--- src/hw/rtl/joystick_direction_repeat_unit_assert.svh ---
// Assertion macros shared by the joystick direction repeat unit.
`ifndef JOYSTICK_DIRECTION_REPEAT_UNIT_ASSERT_SVH
`define JOYSTICK_DIRECTION_REPEAT_UNIT_ASSERT_SVH

// Check that expr holds in the same cycle as cond.
`define JDR_ASSERT_NOW(label, cond, expr) \
    label: assert property (@(posedge clk) disable iff (!rst_n) (cond) |-> (expr)) \
        else $error("joystick unit: same-cycle check failed");

// Check that expr holds in the cycle after cond.
`define JDR_ASSERT_NEXT(label, cond, expr) \
    label: assert property (@(posedge clk) disable iff (!rst_n) (cond) |=> (expr)) \
        else $error("joystick unit: next-cycle check failed");

`endif

--- src/hw/rtl/jdr_pkg.sv ---
`default_nettype none

package jdr_pkg;

    // Sample width default and fixed field widths
    localparam int SAMPLE_BITS_DEFAULT = 12;
    localparam int REPEAT_BITS         = 16;
    localparam int TIME_BITS           = 32;
    localparam int CFG_DATA_BITS       = 16;
    localparam int CFG_INDEX_BITS      = 2;

    // Register reset values
    localparam int                     DEADZONE_RESET = 400;
    localparam logic [REPEAT_BITS-1:0] REPEAT_RESET   = 16'd200;

    // Configuration register indexes
    typedef enum logic [CFG_INDEX_BITS-1:0] {
        REG_CENTER_X = 2'd0,
        REG_CENTER_Y = 2'd1,
        REG_DEADZONE = 2'd2,
        REG_REPEAT   = 2'd3
    } cfg_index_t;

    // Direction codes
    typedef enum logic [2:0] {
        DIR_NONE  = 3'd0,
        DIR_UP    = 3'd1,
        DIR_DOWN  = 3'd2,
        DIR_LEFT  = 3'd3,
        DIR_RIGHT = 3'd4
    } dir_t;

endpackage

`default_nettype wire

--- src/hw/rtl/joystick_direction_repeat_unit.sv ---
// Joystick direction repeat unit: takes one poll per clock unless in_stall is high (two stick
// samples, the active-low button level and a millisecond time stamp) and returns one result
// per poll with the decoded direction, a direction event (on a new direction or after the
// repeat interval has elapsed), the button state and a press event. The poll lands in an
// input register, the decode, deadzone compares and 32-bit elapsed-time compare run in one
// combinational stage, and the result is held in an output register. The state (previous
// direction, last event time, previous button) is updated in the same cycle an item moves
// from the input register to the output register. The user must write centers, deadzone and
// repeat interval through the cfg port while no poll is in flight; the block does not check it.
`default_nettype none

`include "joystick_direction_repeat_unit_assert.svh"

module joystick_direction_repeat_unit #(
    parameter int SAMPLE_BITS = jdr_pkg::SAMPLE_BITS_DEFAULT
) (
    input  wire logic                                clk,
    input  wire logic                                rst_n,
    // configuration write port
    input  wire logic                                cfg_write,
    input  wire logic [jdr_pkg::CFG_INDEX_BITS-1:0]  cfg_index,
    input  wire logic [jdr_pkg::CFG_DATA_BITS-1:0]   cfg_data,
    // poll channel
    input  wire logic                                in_valid,
    output logic                                     in_stall,
    input  wire logic [SAMPLE_BITS-1:0]              x_sample,
    input  wire logic [SAMPLE_BITS-1:0]              y_sample,
    input  wire logic                                button_level,
    input  wire logic [jdr_pkg::TIME_BITS-1:0]       time_ms,
    // result channel
    output logic                                     out_valid,
    input  wire logic                                out_stall,
    output logic [2:0]                               direction,
    output logic [2:0]                               direction_event,
    output logic                                     button_down,
    output logic                                     button_event
);

    localparam logic [SAMPLE_BITS-1:0] CENTER_RESET = SAMPLE_BITS'(1) << (SAMPLE_BITS - 1);
    localparam logic [SAMPLE_BITS-1:0] DZ_RESET     = SAMPLE_BITS'(jdr_pkg::DEADZONE_RESET);

    // Configuration registers
    logic [SAMPLE_BITS-1:0]          center_x_reg;
    logic [SAMPLE_BITS-1:0]          center_y_reg;
    logic [SAMPLE_BITS-1:0]          deadzone_reg;
    logic [jdr_pkg::REPEAT_BITS-1:0] repeat_reg;

    // Input stage
    logic                            s1_valid_reg;
    logic [SAMPLE_BITS-1:0]          s1_x_reg;
    logic [SAMPLE_BITS-1:0]          s1_y_reg;
    logic                            s1_level_reg;
    logic [jdr_pkg::TIME_BITS-1:0]   s1_time_reg;

    // Poll-to-poll state
    jdr_pkg::dir_t                   prev_dir_reg;
    logic [jdr_pkg::TIME_BITS-1:0]   last_time_reg;
    logic                            prev_button_reg;

    // Output stage
    logic                            out_valid_reg;
    jdr_pkg::dir_t                   dir_out_reg;
    jdr_pkg::dir_t                   dev_out_reg;
    logic                            down_out_reg;
    logic                            bev_out_reg;

    logic                            s2_load;
    logic                            s1_load;

    logic signed [SAMPLE_BITS:0]     dx;
    logic signed [SAMPLE_BITS:0]     dy;
    logic signed [SAMPLE_BITS+1:0]   dx_w;
    logic signed [SAMPLE_BITS+1:0]   dy_w;
    logic signed [SAMPLE_BITS+1:0]   dz_w;
    logic [jdr_pkg::TIME_BITS-1:0]   elapsed;
    logic                            interval_done;
    logic                            down_next;
    logic                            bev_next;
    jdr_pkg::dir_t                   dir_next;
    jdr_pkg::dir_t                   dev_next;

    // Handshake: output register frees when empty or taken, input stage follows
    assign s2_load  = s1_valid_reg && (!out_valid_reg || !out_stall);
    assign in_stall = s1_valid_reg && !s2_load;
    assign s1_load  = in_valid && !in_stall;

    // Write configuration registers
    always_ff @(posedge clk or negedge rst_n)
    begin
        if (!rst_n)
        begin
            center_x_reg <= CENTER_RESET;
            center_y_reg <= CENTER_RESET;
            deadzone_reg <= DZ_RESET;
            repeat_reg   <= jdr_pkg::REPEAT_RESET;
        end
        else if (cfg_write)
        begin
            unique case (jdr_pkg::cfg_index_t'(cfg_index))
                jdr_pkg::REG_CENTER_X: center_x_reg <= cfg_data[SAMPLE_BITS-1:0];
                jdr_pkg::REG_CENTER_Y: center_y_reg <= cfg_data[SAMPLE_BITS-1:0];
                jdr_pkg::REG_DEADZONE: deadzone_reg <= cfg_data[SAMPLE_BITS-1:0];
                jdr_pkg::REG_REPEAT:   repeat_reg   <= cfg_data;
                default: ;
            endcase
        end
    end

    // Capture the poll into the input stage
    always_ff @(posedge clk or negedge rst_n)
    begin
        if (!rst_n)
        begin
            s1_valid_reg <= 1'b0;
        end
        else if (s1_load)
        begin
            s1_valid_reg <= 1'b1;
        end
        else if (s2_load)
        begin
            s1_valid_reg <= 1'b0;
        end
    end

    always_ff @(posedge clk)
    begin
        if (s1_load)
        begin
            s1_x_reg     <= x_sample;
            s1_y_reg     <= y_sample;
            s1_level_reg <= button_level;
            s1_time_reg  <= time_ms;
        end
    end

    // Offsets from center, sign-extended for the deadzone compares
    assign dx   = $signed({1'b0, s1_x_reg}) - $signed({1'b0, center_x_reg});
    assign dy   = $signed({1'b0, s1_y_reg}) - $signed({1'b0, center_y_reg});
    assign dx_w = {dx[SAMPLE_BITS], dx};
    assign dy_w = {dy[SAMPLE_BITS], dy};
    assign dz_w = $signed({2'b00, deadzone_reg});

    // Elapsed time since the last event, modulo 2^32
    assign elapsed       = s1_time_reg - last_time_reg;
    assign interval_done = elapsed >= {{(jdr_pkg::TIME_BITS - jdr_pkg::REPEAT_BITS){1'b0}},
                                       repeat_reg};

    // Decode direction in priority up, down, left, right and raise events
    always_comb
    begin
        if (dy_w < -dz_w)
        begin
            dir_next = jdr_pkg::DIR_UP;
        end
        else if (dy_w > dz_w)
        begin
            dir_next = jdr_pkg::DIR_DOWN;
        end
        else if (dx_w < -dz_w)
        begin
            dir_next = jdr_pkg::DIR_LEFT;
        end
        else if (dx_w > dz_w)
        begin
            dir_next = jdr_pkg::DIR_RIGHT;
        end
        else
        begin
            dir_next = jdr_pkg::DIR_NONE;
        end

        if (dir_next != jdr_pkg::DIR_NONE && (dir_next != prev_dir_reg || interval_done))
        begin
            dev_next = dir_next;
        end
        else
        begin
            dev_next = jdr_pkg::DIR_NONE;
        end

        down_next = !s1_level_reg;
        bev_next  = down_next && !prev_button_reg;
    end

    // Advance poll-to-poll state as the item leaves the input stage
    always_ff @(posedge clk or negedge rst_n)
    begin
        if (!rst_n)
        begin
            prev_dir_reg    <= jdr_pkg::DIR_NONE;
            last_time_reg   <= '0;
            prev_button_reg <= 1'b0;
        end
        else if (s2_load)
        begin
            prev_dir_reg    <= dir_next;
            prev_button_reg <= down_next;
            if (dev_next != jdr_pkg::DIR_NONE)
            begin
                last_time_reg <= s1_time_reg;
            end
        end
    end

    // Hold the result until it is taken
    always_ff @(posedge clk or negedge rst_n)
    begin
        if (!rst_n)
        begin
            out_valid_reg <= 1'b0;
        end
        else if (s2_load)
        begin
            out_valid_reg <= 1'b1;
        end
        else if (!out_stall)
        begin
            out_valid_reg <= 1'b0;
        end
    end

    always_ff @(posedge clk)
    begin
        if (s2_load)
        begin
            dir_out_reg  <= dir_next;
            dev_out_reg  <= dev_next;
            down_out_reg <= down_next;
            bev_out_reg  <= bev_next;
        end
    end

    assign out_valid       = out_valid_reg;
    assign direction       = dir_out_reg;
    assign direction_event = dev_out_reg;
    assign button_down     = down_out_reg;
    assign button_event    = bev_out_reg;

    // Checks
    `JDR_ASSERT_NOW(a_event_matches_dir, out_valid_reg,
        dev_out_reg == jdr_pkg::DIR_NONE || dev_out_reg == dir_out_reg)
    `JDR_ASSERT_NOW(a_press_implies_down, out_valid_reg && bev_out_reg, down_out_reg)
    `JDR_ASSERT_NOW(a_stall_only_when_full, in_stall, s1_valid_reg && out_valid_reg)
    `JDR_ASSERT_NEXT(a_event_time_kept, s2_load && dev_next != jdr_pkg::DIR_NONE,
        last_time_reg == $past(s1_time_reg))

endmodule

`default_nettype wire
--- config.mk ---
export PLATFORM = sky130hd
export DESIGN_NAME = joystick_direction_repeat_unit
export DESIGN_NICKNAME = d
export VERILOG_FILES = /design/src/hw/rtl/jdr_pkg.sv /design/src/hw/rtl/joystick_direction_repeat_unit.sv
export VERILOG_INCLUDE_DIRS = /design/src /design/src/hw/rtl
export SDC_FILE = /design/constraint.sdc
export NUM_CORES = 1
export LEC_CHECK = 0
export BUFFER_PORTS_ARGS = -buffer_cell sky130_fd_sc_hd__buf_2
export CAP_MARGIN = 30
export CORE_UTILIZATION = 48
export CTS_BUF_LIST = sky130_fd_sc_hd__clkbuf_16
export DETAILED_ROUTE_END_ITERATION = 10
export PLACE_DENSITY = 0.63
export SLEW_MARGIN = 5
export SYNTH_ARGS = -nofsm -noshare
export SYNTH_HDL_FRONTEND = slang
export SYNTH_SLANG_ARGS = --single-unit
--- constraint.sdc ---
create_clock -name clk -period 9.6 [get_ports clk]
set_clock_uncertainty 0.2 [all_clocks]
set_input_delay 0.48 -clock clk [delete_from_list [all_inputs] [get_ports clk]]
set_output_delay 0.48 -clock clk [all_outputs]
set_load 0.005 [all_outputs]
==> summary.txt <==
Status
  • Status: finished, final reports clean

Critical path
  • WS Path Type: reg2reg
  • Top delay family on crit path: compound AO/OA/AOI/OAI gates
  • Crit path arrival time: 6390 ps
  • Reg2Reg Depth: 27
  • Crit-path slowest cell: or4b_1
  • Buffers & Inverters on Critical Path: 3
  • Top cell by count, worst path: a21o_1
  • Worst setup SP type: register
  • Stages on worst setup path: 27
  • Delay of the slowest critical-path stage: 470 ps
  • Critical Path Sink Type: register
  • Critical Path RT: 9710 ps
  • CP max FO: 32

Synthesis
  • Post-Synth XOR/XNOR Area: 3.996%
  • Compound-Gate Fraction of Synth Area: 14.08%
  • Synth top cells by count: ha_1 (122), inv_1 (111), dfrtp_1 (82)
  • Largest family of logic cells by synthesized area: adder cells
  • Post-synth ARST share: 58.06%
  • Post-synth top area share: 19.51%
  • YS warnings: 0
  • Post-synth net total: 1241
  • Area of the mapped netlist: 10520 um^2
  • Top cell type by total area after synthesis: dfrtp_1
  • Flops & latches, synth: 155
  • Simple-Gate Fraction of Synth Area: 13.21%
  • Cell with the most instances after synthesis: ha_1
  • Synth Flop Type: dfrtp_1
  • Post-Syn Instances: 1036
  • Syn Area/Cell: 10.15 um^2
  • Synth Area in Adders: 15.08%
  • Cell variety after synth: 71
  • Post-synthesis sequential area ratio: 40.06%
  • Synth top area cells: dfrtp_1 (20%), edfxtp_1 (19%), ha_1 (15%), mux2_2 (7.3%), inv_1 (4.0%)
  • Post-synth EDFFs: 65
  • Multiplexer area fraction after synthesis: 8.421%

Routing
  • Final wirelength: 23660 um
  • Initial DRC Count: 351
  • Final ANT Viol Nets: 0
  • Drt pass-1 iters: 5
  • DRC: 0
  • Routed WL per cell: 16.68 um
  • Via count: 7859
  • DR vias/cell: 5.538

Timing
  • Post-route setup TNS: 0 ps
  • Final Max Tran Viols: 0
  • Max Fclk: 159.5 MHz
  • Fin crit share: 65.32%
  • Final min period: 6271 ps
  • Worst slew margin relative to its limit: 42.46%
  • RSZ-0062 raised after global routing: false
  • Final Hold Slack: 14.37 ps
  • Finish-stage setup viols: 0
  • Final Hold Viols: 0
  • Fin worst setup slack: 3329 ps
  • Worst slew pin tran: 860.7 ps

Finish
  • Syn-to-layout area delta: 13.15%
  • Share of layout cells above drive strength 1: 19.84%
  • Nets: 1336
  • N_diodes: 0

Pwr
  • Power Total: 3.521 mW
  • Power per cell area: 295.8 nW/um^2
  • Static Leak: 5.354 nW
  • VDD IR max: 0.1362 mV

Floorplan
  • Initial Util: 49.42%
  • Row cnt: 53
  • Ports: 90
  • Die span in y: 150.0 um
  • Width of the die: 150.0 um
  • Area of the die: 22510 um^2
  • Core box area: 21290 um^2

Global route
  • Overall global routing resource usage: 22.27%
  • Pin count of the biggest net entering global routing: 49
  • GR Overflow Total: 0
  • First-pass GRT wire length: 38630 um
  • Initial antenna violation count: 0
  • Vias in the first global route: 7561

Clock tree
  • Sink Count: 155
  • Cts repair resizes: 0
  • CTS tree: yes
  • Clock Tree Buf Depth: 2
  • Setup Fix Bufs, Post-CTS: 0
  • CTS root buffer: clkbuf_16
  • Num CTS Buffers: 17
  • CTS clk-pin slew, worst paths: 70 ps
  • Clock Latency Late Sink: 440 ps
  • H-tree Lvls: 4

Placement
  • Buffers on Ports: 89
  • Final GP Congestion: 0.9004
  • Setup WS pre-CTS: 3314 ps
  • HPWL after DPL: 17980 um

Worst hold path
  • Hold Path Class: in2reg
  • Hold Path Depth: 1

Job
  • Max cap viols: 0
-- cell families after synthesis --
logic type | Yosys count
AND/OR/NAND/NOR | 271
AO/OA/AOI/OAI | 225
adder cells (fa/ha/maj) | 125
multiplexers | 77
XOR/XNOR | 48
flip-flops | 155
buffers and inverters | 135
-- repair_timing --
item,4_1_cts,5_1_grt
hold buffers,2,4
hold endpoints to repair,40,4
setup endpoints to repair,0,0
-- worst paths after layout --
| kind | end | startpoint | slack (ps) |
|---|---|---|---|
| max | last_time_reg[7] | center_y_reg[1] | 3330 |
| min | s1_time_reg[22] | time_ms[22] | 10 |
| max reg2reg | last_time_reg[7] | center_y_reg[1] | 3330 |
| min reg2reg | out_valid | s1_valid_reg | 300 |
| max in group asynchronous | last_time_reg[24] | rst_n | 7740 |
| min in group asynchronous | center_y_reg[7] | rst_n | 390 |
-- cells in the final DEF, fill, tap and decap left out, types with 7 or more instances in the layout --
master / n
mux2_2: 68
ha_1: 122
nand4_1: 20
a21oi_1: 57
nor2b_1: 14
nand2_1: 75
dfrtp_1: 82
dfstp_2: 8
a21o_1: 15
xor2_1: 12
o21bai_1: 11
nor2_1: 49
o21ai_0: 53
nor3_1: 23
edfxtp_1: 65
clkbuf_16: 18
nor4_1: 8
xnor2_1: 36
o21a_1: 12
nand3_1: 20
nand2b_1: 12
a211oi_1: 8
buf_2: 88
inv_1: 111
or2_2: 7
-- per-stage QoR --
step / instance area (um^2) / util, % / std cells
final: 11900 / 55.92 / 1419
after global routing: 11900 / 55.92 / 1419
after CTS: 11860 / 55.73 / 1415
after detailed placement: 11240 / 52.79 / 1381
after global placement: 11240 / 52.79 / 1381
after floorplan: 10520 / - / 1036
-- routing by layer --
layer	wire (um)	GRT usage (%)	part of all wire [%]
met5	0	0	0
met4	331	6.162	1.4
met3	882	3.628	3.7
met2	10810	36.02	46
met1	11630	30.72	49
-- layout make-up --
class,count,area [um^2]
fill,1869,9383
timing repair buffer,100,545.5
inverter,111,416.7
sequential,155,4214
clock buffer,18,450.4
tap,275,344.1
clock inverter,14,155.1
multi-input combinational,746,5778
-- report_power, final --
part	internal, mW	total (mW)	switching (mW)
sequential	0.845	0.922	0.0769
clock	0.404	0.704	0.301
combinational	0.818	1.89	1.08
Note: power is estimated with default switching activity, not from simulation.
